## config.mk

```make
export PLATFORM = sky130hd
export DESIGN_NAME = dedup_two_level_fifo_top
export DESIGN_NICKNAME = d
export VERILOG_FILES = /design/src/design/dtlfifo_pkg.sv /design/src/design/dtlfifo_ram.sv /design/src/design/dedup_two_level_fifo_top.sv
export SDC_FILE = /design/constraint.sdc
export NUM_CORES = 1
export LEC_CHECK = 0
export BUFFER_PORTS_ARGS = -buffer_cell sky130_fd_sc_hd__buf_2
export CORE_MARGIN = 2
export CORE_UTILIZATION = 63
export CTS_CLUSTER_DIAMETER = 200
export DETAILED_ROUTE_END_ITERATION = 8
export PLACE_DENSITY_LB_ADDON = 0.08
export SLEW_MARGIN = 20
export SYNTH_ARGS = -nofsm -noshare
export SYNTH_HDL_FRONTEND = slang
export SYNTH_SLANG_ARGS = --single-unit
```

## constraint.sdc

```tcl
create_clock -name clk -period 4.98 [get_ports clk]
set_input_delay 0.996 -clock clk [delete_from_list [all_inputs] [get_ports clk]]
set_output_delay 0.996 -clock clk [all_outputs]
set_load 0.02 [all_outputs]
```

## src/design/dtlfifo_pkg.sv

```systemverilog
// ----------------------------------------------------------------------------
// dtlfifo_pkg
// Shared types, sizes and codes of the two-level deduplicating ID FIFO.
// ----------------------------------------------------------------------------
package dtlfifo_pkg;

	localparam int RING_SLOTS = 8;
	localparam int WAIT_SLOTS = 32;
	localparam int ID_BITS    = 16;

	// Field widths fixed by the interface.
	localparam int ID_W   = 16;
	localparam int CAP_W  = 4;
	localparam int REQ_W  = 2;
	localparam int STAT_W = 4;

	localparam int RING_AW = (RING_SLOTS > 1) ? $clog2(RING_SLOTS) : 1;
	localparam int RING_CW = $clog2(RING_SLOTS + 1);
	localparam int RING_SW = RING_CW + 1;
	localparam int WAIT_AW = (WAIT_SLOTS > 1) ? $clog2(WAIT_SLOTS) : 1;
	localparam int WAIT_CW = $clog2(WAIT_SLOTS + 1);
	localparam int WAIT_SW = WAIT_CW + 1;

	localparam logic [ID_W-1:0]  ID_MASK   = ID_W'((64'd1 << ID_BITS) - 64'd1);
	localparam logic [CAP_W-1:0] CAP_RESET = CAP_W'(8);

	typedef enum logic [REQ_W-1:0] {
		REQ_ARRIVE   = 2'd0,
		REQ_COMPLETE = 2'd1,
		REQ_PEEK     = 2'd2,
		REQ_PEEK_ALT = 2'd3
	} req_type_e;

	typedef enum logic [STAT_W-1:0] {
		ST_TO_RING      = 4'd0,
		ST_TO_WAIT      = 4'd1,
		ST_DUPLICATE    = 4'd2,
		ST_WAIT_FULL    = 4'd3,
		ST_DONE_NONE    = 4'd4,
		ST_DONE_PROMOTE = 4'd5,
		ST_RING_EMPTY   = 4'd6,
		ST_PEEK_OK      = 4'd7,
		ST_WAIT_EMPTY   = 4'd8
	} status_e;

	typedef enum logic [1:0] {
		FSM_IDLE,
		FSM_SCAN,
		FSM_FINISH
	} fsm_state_t;

	typedef struct packed {
		logic [REQ_W-1:0] req_type;
		logic [ID_W-1:0]  item_id;
	} req_t;

	typedef struct packed {
		logic [STAT_W-1:0] status;
		logic [ID_W-1:0]   done_id;
		logic [ID_W-1:0]   moved_id;
	} rsp_t;

	// Capacity register clamped to the built ring size; zero acts as one.
	function automatic logic [RING_CW-1:0] usable_slots(input logic [CAP_W-1:0] cap);
		int c;
		c = int'(cap);
		if (c < 1) c = 1;
		if (c > RING_SLOTS) c = RING_SLOTS;
		return RING_CW'(c);
	endfunction

endpackage

```

## src/design/dtlfifo_ram.sv

```systemverilog
// ----------------------------------------------------------------------------
// dtlfifo_ram
// Generic simple dual-port RAM: one write port, one read port, registered read.
// ----------------------------------------------------------------------------
module dtlfifo_ram #(
	parameter int WIDTH = 16,
	parameter int DEPTH = 8,
	parameter int AW    = (DEPTH > 1) ? $clog2(DEPTH) : 1
) (
	input  logic             clk,
	input  logic             we,
	input  logic [AW-1:0]    waddr,
	input  logic [WIDTH-1:0] wdata,
	input  logic             re,
	input  logic [AW-1:0]    raddr,
	output logic [WIDTH-1:0] rdata
);

	logic [WIDTH-1:0] mem_q [DEPTH];
	logic [WIDTH-1:0] rdata_q;

	always_ff @(posedge clk) begin
		if (we) begin
			mem_q[waddr] <= wdata;
		end
		if (re) begin
			rdata_q <= mem_q[raddr];
		end
	end

	assign rdata = rdata_q;

endmodule

```

## src/design/dedup_two_level_fifo_top.sv

```systemverilog
// ----------------------------------------------------------------------------
// dedup_two_level_fifo_top
// Ring of service slots backed by an overflow FIFO, with a duplicate check.
// ----------------------------------------------------------------------------
// Complete and peek read both heads on acceptance and finish directly; the
// result strobe follows in the cycle after the finishing state. Arrive scans
// both memories in parallel, one entry of each per cycle, then finishes; its
// strobe is likewise registered from the finishing state.
// One request is in work at a time and the result beat cannot be stalled.
// Reset clears head pointers and counts and sets the capacity to 8; memories keep contents.
module dedup_two_level_fifo_top (
	input  logic                       clk,
	input  logic                       arst_n,
	input  logic                       start,
	output logic                       busy,
	input  dtlfifo_pkg::req_t          req,
	output logic                       rsp_valid,
	output dtlfifo_pkg::rsp_t          rsp,
	input  logic                       cfg_wr_en,
	input  logic [dtlfifo_pkg::CAP_W-1:0] cfg_wr_data
);

	dtlfifo_pkg::fsm_state_t state_q, state_d;

	logic [dtlfifo_pkg::CAP_W-1:0]   cap_q;
	dtlfifo_pkg::req_t               req_q;
	logic [dtlfifo_pkg::RING_AW-1:0] ring_head_q, ring_head_d;
	logic [dtlfifo_pkg::RING_CW-1:0] ring_count_q, ring_count_d;
	logic [dtlfifo_pkg::WAIT_AW-1:0] wait_head_q, wait_head_d;
	logic [dtlfifo_pkg::WAIT_CW-1:0] wait_count_q, wait_count_d;

	// Scan pointers and remaining entry counts.
	logic [dtlfifo_pkg::RING_AW-1:0] ring_ptr_q;
	logic [dtlfifo_pkg::RING_CW-1:0] ring_left_q;
	logic [dtlfifo_pkg::WAIT_AW-1:0] wait_ptr_q;
	logic [dtlfifo_pkg::WAIT_CW-1:0] wait_left_q;
	logic                            ring_cmp_s1, wait_cmp_s1;
	logic                            hit_q;

	logic                            rsp_valid_q;
	dtlfifo_pkg::rsp_t               rsp_q, rsp_d;

	logic                            accept;
	logic [dtlfifo_pkg::ID_W-1:0]    id_in;
	logic [dtlfifo_pkg::ID_W-1:0]    id_q;
	logic [dtlfifo_pkg::RING_AW-1:0] ring_ptr_inc, ring_head_inc, ring_tail;
	logic [dtlfifo_pkg::WAIT_AW-1:0] wait_ptr_inc, wait_head_inc, wait_tail;
	logic [dtlfifo_pkg::RING_SW-1:0] ring_sum;
	logic [dtlfifo_pkg::WAIT_SW-1:0] wait_sum;
	logic [dtlfifo_pkg::RING_CW-1:0] usable;

	logic                            ring_re, ring_we;
	logic [dtlfifo_pkg::RING_AW-1:0] ring_raddr;
	logic [dtlfifo_pkg::ID_W-1:0]    ring_wdata, ring_rdata;
	logic                            wait_re, wait_we;
	logic [dtlfifo_pkg::WAIT_AW-1:0] wait_raddr;
	logic [dtlfifo_pkg::ID_W-1:0]    wait_rdata;

	assign accept = start && !busy;
	assign busy   = (state_q != dtlfifo_pkg::FSM_IDLE);
	assign id_in  = req.item_id & dtlfifo_pkg::ID_MASK;
	assign id_q   = req_q.item_id & dtlfifo_pkg::ID_MASK;
	assign usable = dtlfifo_pkg::usable_slots(cap_q);

	assign ring_ptr_inc  = (ring_ptr_q == dtlfifo_pkg::RING_AW'(dtlfifo_pkg::RING_SLOTS - 1))
		? '0 : ring_ptr_q + 1'b1;
	assign ring_head_inc = (ring_head_q == dtlfifo_pkg::RING_AW'(dtlfifo_pkg::RING_SLOTS - 1))
		? '0 : ring_head_q + 1'b1;
	assign wait_ptr_inc  = (wait_ptr_q == dtlfifo_pkg::WAIT_AW'(dtlfifo_pkg::WAIT_SLOTS - 1))
		? '0 : wait_ptr_q + 1'b1;
	assign wait_head_inc = (wait_head_q == dtlfifo_pkg::WAIT_AW'(dtlfifo_pkg::WAIT_SLOTS - 1))
		? '0 : wait_head_q + 1'b1;

	// Tail is head plus count, wrapped once; the head is below the slot count, the count at most equal to it.
	assign ring_sum  = dtlfifo_pkg::RING_SW'(ring_head_q) + dtlfifo_pkg::RING_SW'(ring_count_q);
	assign ring_tail = (ring_sum >= dtlfifo_pkg::RING_SW'(dtlfifo_pkg::RING_SLOTS))
		? dtlfifo_pkg::RING_AW'(ring_sum - dtlfifo_pkg::RING_SW'(dtlfifo_pkg::RING_SLOTS))
		: dtlfifo_pkg::RING_AW'(ring_sum);
	assign wait_sum  = dtlfifo_pkg::WAIT_SW'(wait_head_q) + dtlfifo_pkg::WAIT_SW'(wait_count_q);
	assign wait_tail = (wait_sum >= dtlfifo_pkg::WAIT_SW'(dtlfifo_pkg::WAIT_SLOTS))
		? dtlfifo_pkg::WAIT_AW'(wait_sum - dtlfifo_pkg::WAIT_SW'(dtlfifo_pkg::WAIT_SLOTS))
		: dtlfifo_pkg::WAIT_AW'(wait_sum);

	// Next state.
	always_comb begin
		state_d = state_q;
		unique case (state_q)
			dtlfifo_pkg::FSM_IDLE: begin
				if (accept) begin
					state_d = (req.req_type == dtlfifo_pkg::REQ_ARRIVE)
						? dtlfifo_pkg::FSM_SCAN : dtlfifo_pkg::FSM_FINISH;
				end
			end
			dtlfifo_pkg::FSM_SCAN: begin
				if (ring_left_q == '0 && wait_left_q == '0 && !ring_cmp_s1 && !wait_cmp_s1) begin
					state_d = dtlfifo_pkg::FSM_FINISH;
				end
			end
			dtlfifo_pkg::FSM_FINISH: begin
				state_d = dtlfifo_pkg::FSM_IDLE;
			end
			default: begin
				state_d = dtlfifo_pkg::FSM_IDLE;
			end
		endcase
	end

	// Memory accesses, pointer updates and the result.
	always_comb begin
		ring_re      = 1'b0;
		ring_raddr   = ring_ptr_q;
		wait_re      = 1'b0;
		wait_raddr   = wait_ptr_q;
		ring_we      = 1'b0;
		ring_wdata   = id_q;
		wait_we      = 1'b0;
		ring_head_d  = ring_head_q;
		ring_count_d = ring_count_q;
		wait_head_d  = wait_head_q;
		wait_count_d = wait_count_q;
		rsp_d        = '0;
		unique case (state_q)
			dtlfifo_pkg::FSM_IDLE: begin
				// Complete and peek read both heads right away.
				if (accept && req.req_type != dtlfifo_pkg::REQ_ARRIVE) begin
					ring_re    = 1'b1;
					ring_raddr = ring_head_q;
					wait_re    = 1'b1;
					wait_raddr = wait_head_q;
				end
			end
			dtlfifo_pkg::FSM_SCAN: begin
				ring_re = (ring_left_q != '0);
				wait_re = (wait_left_q != '0);
			end
			dtlfifo_pkg::FSM_FINISH: begin
				unique case (req_q.req_type)
					dtlfifo_pkg::REQ_ARRIVE: begin
						if (hit_q) begin
							rsp_d.status = dtlfifo_pkg::ST_DUPLICATE;
						end else if (ring_count_q < usable) begin
							ring_we      = 1'b1;
							ring_count_d = ring_count_q + 1'b1;
							rsp_d.status = dtlfifo_pkg::ST_TO_RING;
						end else if (wait_count_q < dtlfifo_pkg::WAIT_CW'(dtlfifo_pkg::WAIT_SLOTS)) begin
							wait_we      = 1'b1;
							wait_count_d = wait_count_q + 1'b1;
							rsp_d.status = dtlfifo_pkg::ST_TO_WAIT;
						end else begin
							rsp_d.status = dtlfifo_pkg::ST_WAIT_FULL;
						end
					end
					dtlfifo_pkg::REQ_COMPLETE: begin
						if (ring_count_q == '0) begin
							rsp_d.status = dtlfifo_pkg::ST_RING_EMPTY;
						end else begin
							rsp_d.done_id = ring_rdata;
							ring_head_d   = ring_head_inc;
							if (wait_count_q == '0) begin
								ring_count_d = ring_count_q - 1'b1;
								rsp_d.status = dtlfifo_pkg::ST_DONE_NONE;
							end else begin
								// Pop and push cancel: the promoted ID lands at the old
								// tail, which is head plus count before the pop.
								ring_we        = 1'b1;
								ring_wdata     = wait_rdata;
								wait_head_d    = wait_head_inc;
								wait_count_d   = wait_count_q - 1'b1;
								rsp_d.moved_id = wait_rdata;
								rsp_d.status   = dtlfifo_pkg::ST_DONE_PROMOTE;
							end
						end
					end
					dtlfifo_pkg::REQ_PEEK, dtlfifo_pkg::REQ_PEEK_ALT: begin
						if (wait_count_q == '0) begin
							rsp_d.status = dtlfifo_pkg::ST_WAIT_EMPTY;
						end else begin
							rsp_d.moved_id = wait_rdata;
							rsp_d.status   = dtlfifo_pkg::ST_PEEK_OK;
						end
					end
					default: begin
						rsp_d.status = dtlfifo_pkg::ST_WAIT_EMPTY;
					end
				endcase
			end
			default: begin
				rsp_d = '0;
			end
		endcase
	end

	always_ff @(posedge clk or negedge arst_n) begin
		if (!arst_n) begin
			state_q      <= dtlfifo_pkg::FSM_IDLE;
			cap_q        <= dtlfifo_pkg::CAP_RESET;
			ring_head_q  <= '0;
			ring_count_q <= '0;
			wait_head_q  <= '0;
			wait_count_q <= '0;
			ring_left_q  <= '0;
			wait_left_q  <= '0;
			ring_cmp_s1  <= 1'b0;
			wait_cmp_s1  <= 1'b0;
			hit_q        <= 1'b0;
			rsp_valid_q  <= 1'b0;
		end else begin
			state_q      <= state_d;
			ring_head_q  <= ring_head_d;
			ring_count_q <= ring_count_d;
			wait_head_q  <= wait_head_d;
			wait_count_q <= wait_count_d;
			rsp_valid_q  <= (state_q == dtlfifo_pkg::FSM_FINISH);
			ring_cmp_s1  <= (state_q == dtlfifo_pkg::FSM_SCAN) && ring_re;
			wait_cmp_s1  <= (state_q == dtlfifo_pkg::FSM_SCAN) && wait_re;
			if (cfg_wr_en) begin
				cap_q <= cfg_wr_data;
			end
			if (accept) begin
				ring_left_q <= ring_count_q;
				wait_left_q <= wait_count_q;
				hit_q       <= 1'b0;
			end else if (state_q == dtlfifo_pkg::FSM_SCAN) begin
				if (ring_re) begin
					ring_left_q <= ring_left_q - 1'b1;
				end
				if (wait_re) begin
					wait_left_q <= wait_left_q - 1'b1;
				end
				if ((ring_cmp_s1 && ring_rdata == id_q) || (wait_cmp_s1 && wait_rdata == id_q)) begin
					hit_q <= 1'b1;
				end
			end
		end
	end

	// Payload registers.
	always_ff @(posedge clk) begin
		if (accept) begin
			req_q      <= '{req_type: req.req_type, item_id: id_in};
			ring_ptr_q <= ring_head_q;
			wait_ptr_q <= wait_head_q;
		end else if (state_q == dtlfifo_pkg::FSM_SCAN) begin
			if (ring_re) begin
				ring_ptr_q <= ring_ptr_inc;
			end
			if (wait_re) begin
				wait_ptr_q <= wait_ptr_inc;
			end
		end
		if (state_q == dtlfifo_pkg::FSM_FINISH) begin
			rsp_q <= rsp_d;
		end
	end

	dtlfifo_ram #(
		.WIDTH(dtlfifo_pkg::ID_W),
		.DEPTH(dtlfifo_pkg::RING_SLOTS)
	) u_ring_ram (
		.clk  (clk),
		.we   (ring_we),
		.waddr(ring_tail),
		.wdata(ring_wdata),
		.re   (ring_re),
		.raddr(ring_raddr),
		.rdata(ring_rdata)
	);

	dtlfifo_ram #(
		.WIDTH(dtlfifo_pkg::ID_W),
		.DEPTH(dtlfifo_pkg::WAIT_SLOTS)
	) u_wait_ram (
		.clk  (clk),
		.we   (wait_we),
		.waddr(wait_tail),
		.wdata(id_q),
		.re   (wait_re),
		.raddr(wait_raddr),
		.rdata(wait_rdata)
	);

	assign rsp_valid = rsp_valid_q;
	assign rsp       = rsp_q;

	// A result beat always comes out after the block has gone idle.
	a_rsp_idle: assert property (@(posedge clk) disable iff (!arst_n)
		rsp_valid |-> !busy)
		else $error("result beat while busy");

	// Every result beat directly follows a finishing cycle.
	a_rsp_after_finish: assert property (@(posedge clk) disable iff (!arst_n)
		rsp_valid |-> $past(state_q == dtlfifo_pkg::FSM_FINISH))
		else $error("result beat without a finishing cycle");

	// Occupancy never exceeds the built sizes.
	a_count_bound: assert property (@(posedge clk) disable iff (!arst_n)
		(ring_count_q <= dtlfifo_pkg::RING_CW'(dtlfifo_pkg::RING_SLOTS)) &&
		(wait_count_q <= dtlfifo_pkg::WAIT_CW'(dtlfifo_pkg::WAIT_SLOTS)))
		else $error("queue count beyond its size");

	// Memory writes happen only while finishing a request.
	a_write_finish: assert property (@(posedge clk) disable iff (!arst_n)
		(ring_we || wait_we) |-> (state_q == dtlfifo_pkg::FSM_FINISH))
		else $error("memory write outside the finishing cycle");

endmodule
```

==> results.sh <==
export IMPL_yosysSeqAreaShare=0.707
export IMPL_hold_viol=0
export IMPL_fin_tns_setup_ns=0
export IMPL_whs_ns=0.502
export IMPL_syn_cell_area_um2=32500
export IMPL_cts_sinks=772
export IMPL_reg2reg_slack_ns=1.19
export IMPL_cp_max_fo=9
export IMPL_cp_slowest_cell="nor2_1"
export IMPL_met2_length_um=40300
export IMPL_numCtsBuffers=79
export IMPL_maxCapViolations=0
export IMPL_p_comb_frac=0.272
export IMPL_r2r_end="u_wait_ram.mem_q[6][6]"
export IMPL_cp_end_kind="register"
export IMPL_finalCriticalPeriod_ns=3.79
export IMPL_grt_pass1_wl_um=124000
export IMPL_switching_power_uw=5930
export IMPL_grt_pass1_vias=19400
export IMPL_antenna_cells=0
export IMPL_fp_dieH_um=231
export IMPL_power_density_nw_per_um2=517
export IMPL_die_area_um2=53400
export IMPL_coreArea_um2=51200
export IMPL_rows=83
export IMPL_clock_tree_buffer_depth=3
export IMPL_highest_layer="met4"
export IMPL_yosysTopAreaCell="edfxtp_1"
export IMPL_fin_worst_skew_ns=0.0213
export IMPL_vias_per_cell=6.51
export IMPL_dp_hpwl_um=51200
export IMPL_h_tree_depth=3
export IMPL_crit_required_ns=5.29
export IMPL_vdd_drop_max_mv=0.373
export IMPL_syn_area_per_cell_um2=14.8
export IMPL_p_int_uw=12900
export IMPL_drtIter0Drc=2671
export IMPL_root_buffer="clkbuf_16"
export IMPL_crit_path_start_kind="register"
export IMPL_grt_max_degree=67
export IMPL_worstSkewPairLatency_ns=0.63
export IMPL_power_total_uw=18900
export IMPL_antenna_found_initial=0
export IMPL_ioPinCount=64
export IMPL_finalWeightedCongestion=0.927
export IMPL_p_leak_uw=0.0126
export IMPL_p_clk_frac=0.309
export IMPL_track_usage=0.319
export IMPL_post_cts_setup_buffers=0
export IMPL_hold_path_startpoint="cap_q[0]"
export IMPL_setup_violations=0
export IMPL_synth_area_top_cells="edfxtp_1, nand2_1, mux2i_1"
export IMPL_worst_pin_slew_ns=1.01
export IMPL_drv_slew=0
export IMPL_seqPwrFrac=0.420
export IMPL_maxSlewHeadroom=0.324
export IMPL_area_growth_syn_to_layout_pct=12.3
export IMPL_synth_edf_count=734
export IMPL_hold_end="cap_q[0]"
export IMPL_fillers=3364
export IMPL_r2r_start="ring_count_q[1]"
export IMPL_max_freq_ghz=0.264
export IMPL_synthFlopType="edfxtp_1"
export IMPL_wl_per_cell_um=27.4
export IMPL_ys_warn_count=0
export IMPL_cts_tree="yes"
export IMPL_start_util=0.635
export IMPL_synth_fp_nets=2252
export IMPL_overflow=0
export IMPL_path_clk_slew_ns=0.06
export IMPL_syn_inst=2198
export IMPL_rsz0062_at_grt="false"
export IMPL_critical_path_top_delay_family="simple AND/OR/NAND/NOR gates"
export IMPL_postPlaceCellArea_um2=34000
export IMPL_portBuffers=63
export IMPL_crit_buf_inv=2
export IMPL_crit_type="reg -> reg"
export IMPL_post_route_cell_area_um2=36500
export IMPL_drt_pre_antenna_iters=6
export IMPL_hold_class="reg -> reg"
export IMPL_wl_met1_um=32600
export IMPL_die_x_um=231
export IMPL_fin_crit_sh=0.760
export IMPL_hold_buffers=0
export IMPL_via_count=20000
export IMPL_cts_resized=0
export IMPL_wl_um=84100
export IMPL_swShare=0.314
export IMPL_path_cells="ha_1 -> inv_1 -> a31oi_1 -> o41ai_1 -> nor3_1 -> and3_1 -> nand3b_1 -> nor2_1 -> buf_4"
export IMPL_wl_met3_um=7750
export IMPL_cp_data_arrival_time_ns=4.10
export IMPL_nets=2382
export IMPL_async_flop_share=0.0492
export IMPL_drcViolationCount=0
export IMPL_min_path_cells=1
export IMPL_layout_drive_gt1_share=0.173
export IMPL_yosysUniqueCellTypes=69
export IMPL_post_route_util=0.713
export IMPL_synth_top_area_share=0.678
export IMPL_drt_antenna_violating_nets=0
export IMPL_ys_ff_latch=772
export IMPL_outcome="finished clean"
export IMPL_max_stage_delay_ns=0.74
export IMPL_rr_worst_depth=9
## power by group through the flow
stage,sequential [uW],clock (uW),combinational [uW]
3_5_place_dp,8020,0,5060
6_report,7920,5830,5130
4_1_cts,7900,5880,5090
5_1_grt,7930,6120,5490
3_3_place_gp,8030,0,4930
2_1_floorplan,7760,0,3610
## worst register-to-register path: cells and delay by family (launching register included)
kind / cells / cell delay, ns
simple gates: 4 / 1.96
flops: 1 / 0.50
buf+inv: 2 / 0.38
fa+ha+maj: 1 / 0.34
compound gates: 2 / 0.30
## stage by stage
stage,setup slack [ns],std cells
2_1_floorplan,1.39,2198
3_3_place_gp,0.906,2926
3_5_place_dp,0.818,2927
4_1_cts,1.28,3068
5_1_grt,0.994,3068
6_report,1.19,3068
## per-layer routing
| metal | vias to the layer above | global-route usage |
|---|---|---|
| li1 | 8634 | - |
| met1 | 10000 | 0.442 |
| met2 | 1099 | 0.507 |
| met3 | 192 | 0.0517 |
| met4 | 0 | 0.142 |
| met5 | - | 0 |
## worst max path at each step
stage | start | endpoint | cells after the start
after floorplan | cap_q[3] | u_ring_ram.mem_q[4][0] | 8
after global placement | start | u_wait_ram.rdata[2] | 10
after detailed placement | start | u_wait_ram.rdata[5] | 9
after CTS | ring_count_q[1] | u_wait_ram.mem_q[6][6] | 9
after global routing | cap_q[3] | u_wait_ram.mem_q[6][6] | 11
final | ring_count_q[1] | u_wait_ram.mem_q[6][6] | 9
## area by class of cell
cell class,count,area [um2],share of cell area
clock inverters,44,404,0.0111
inverters,25,95.1,0.00261
clock buffers,97,2140,0.0586
flip-flops and latches,772,23000,0.630
multi-input cells,1279,8840,0.242
well taps,680,851,0.0233
repair buffers,171,1170,0.0321
## cell families after synthesis
group,count (synthesis),share of synthesized area
DFF,772,0.707
AOI/OAI and AO/OA,314,0.0669
buffers and inverters,147,0.0225
and+or+nand+nor,675,0.0977
muxes,207,0.0790
adders and majority gates,28,0.0117
xor gates and xnor gates,55,0.0148
## layout by cell type, fill, tap and decap left out, drive strengths merged, types with 14 or more instances in the layout
cell and count:
nand2 319, a311oi 30, xnor2 41, mux2i 104
a31oi 17, clkinv 30, clkbuf 97, dfrtp 37
a21oi 93, mux2 71, o221a 15, o21ai 41
buf 171, nand3 127, mux4 32, and2 33
nor4 25, inv 27, a211oi 45, o221ai 16
xor2 14, ha 24, nor2 64, edfxtp 734
o22ai 18, nand2b 68
## synthesized netlist by cell type, drive strengths merged (15+ instances only)
cell / number
a211oi: 45
a21oi: 93
a311oi: 30
a31oi: 17
and2: 33
buf: 57
clkbuf: 65
dfrtp: 37
edfxtp: 734
ha: 24
inv: 24
mux2: 71
mux2i: 104
mux4: 32
nand2: 319
nand2b: 68
nand3: 127
nor2: 64
nor4: 25
o21ai: 41
o221a: 15
o221ai: 16
o22ai: 18
xnor2: 41
## registers in the layout (all words and copies together), names as in the netlist, 4 cells and up
register	flops
ring_count_q	4
wait_count_q	6
u_wait_ram.rdata	16
id_q	16
wait_head_q	5
u_wait_ram.mem_q	512
rsp	36
wait_left_q	6
u_ring_ram.mem_q	128
u_ring_ram.rdata	16
ring_left_q	4
cap_q	4
wait_ptr_q	5
(Power assumes the default switching activity.)
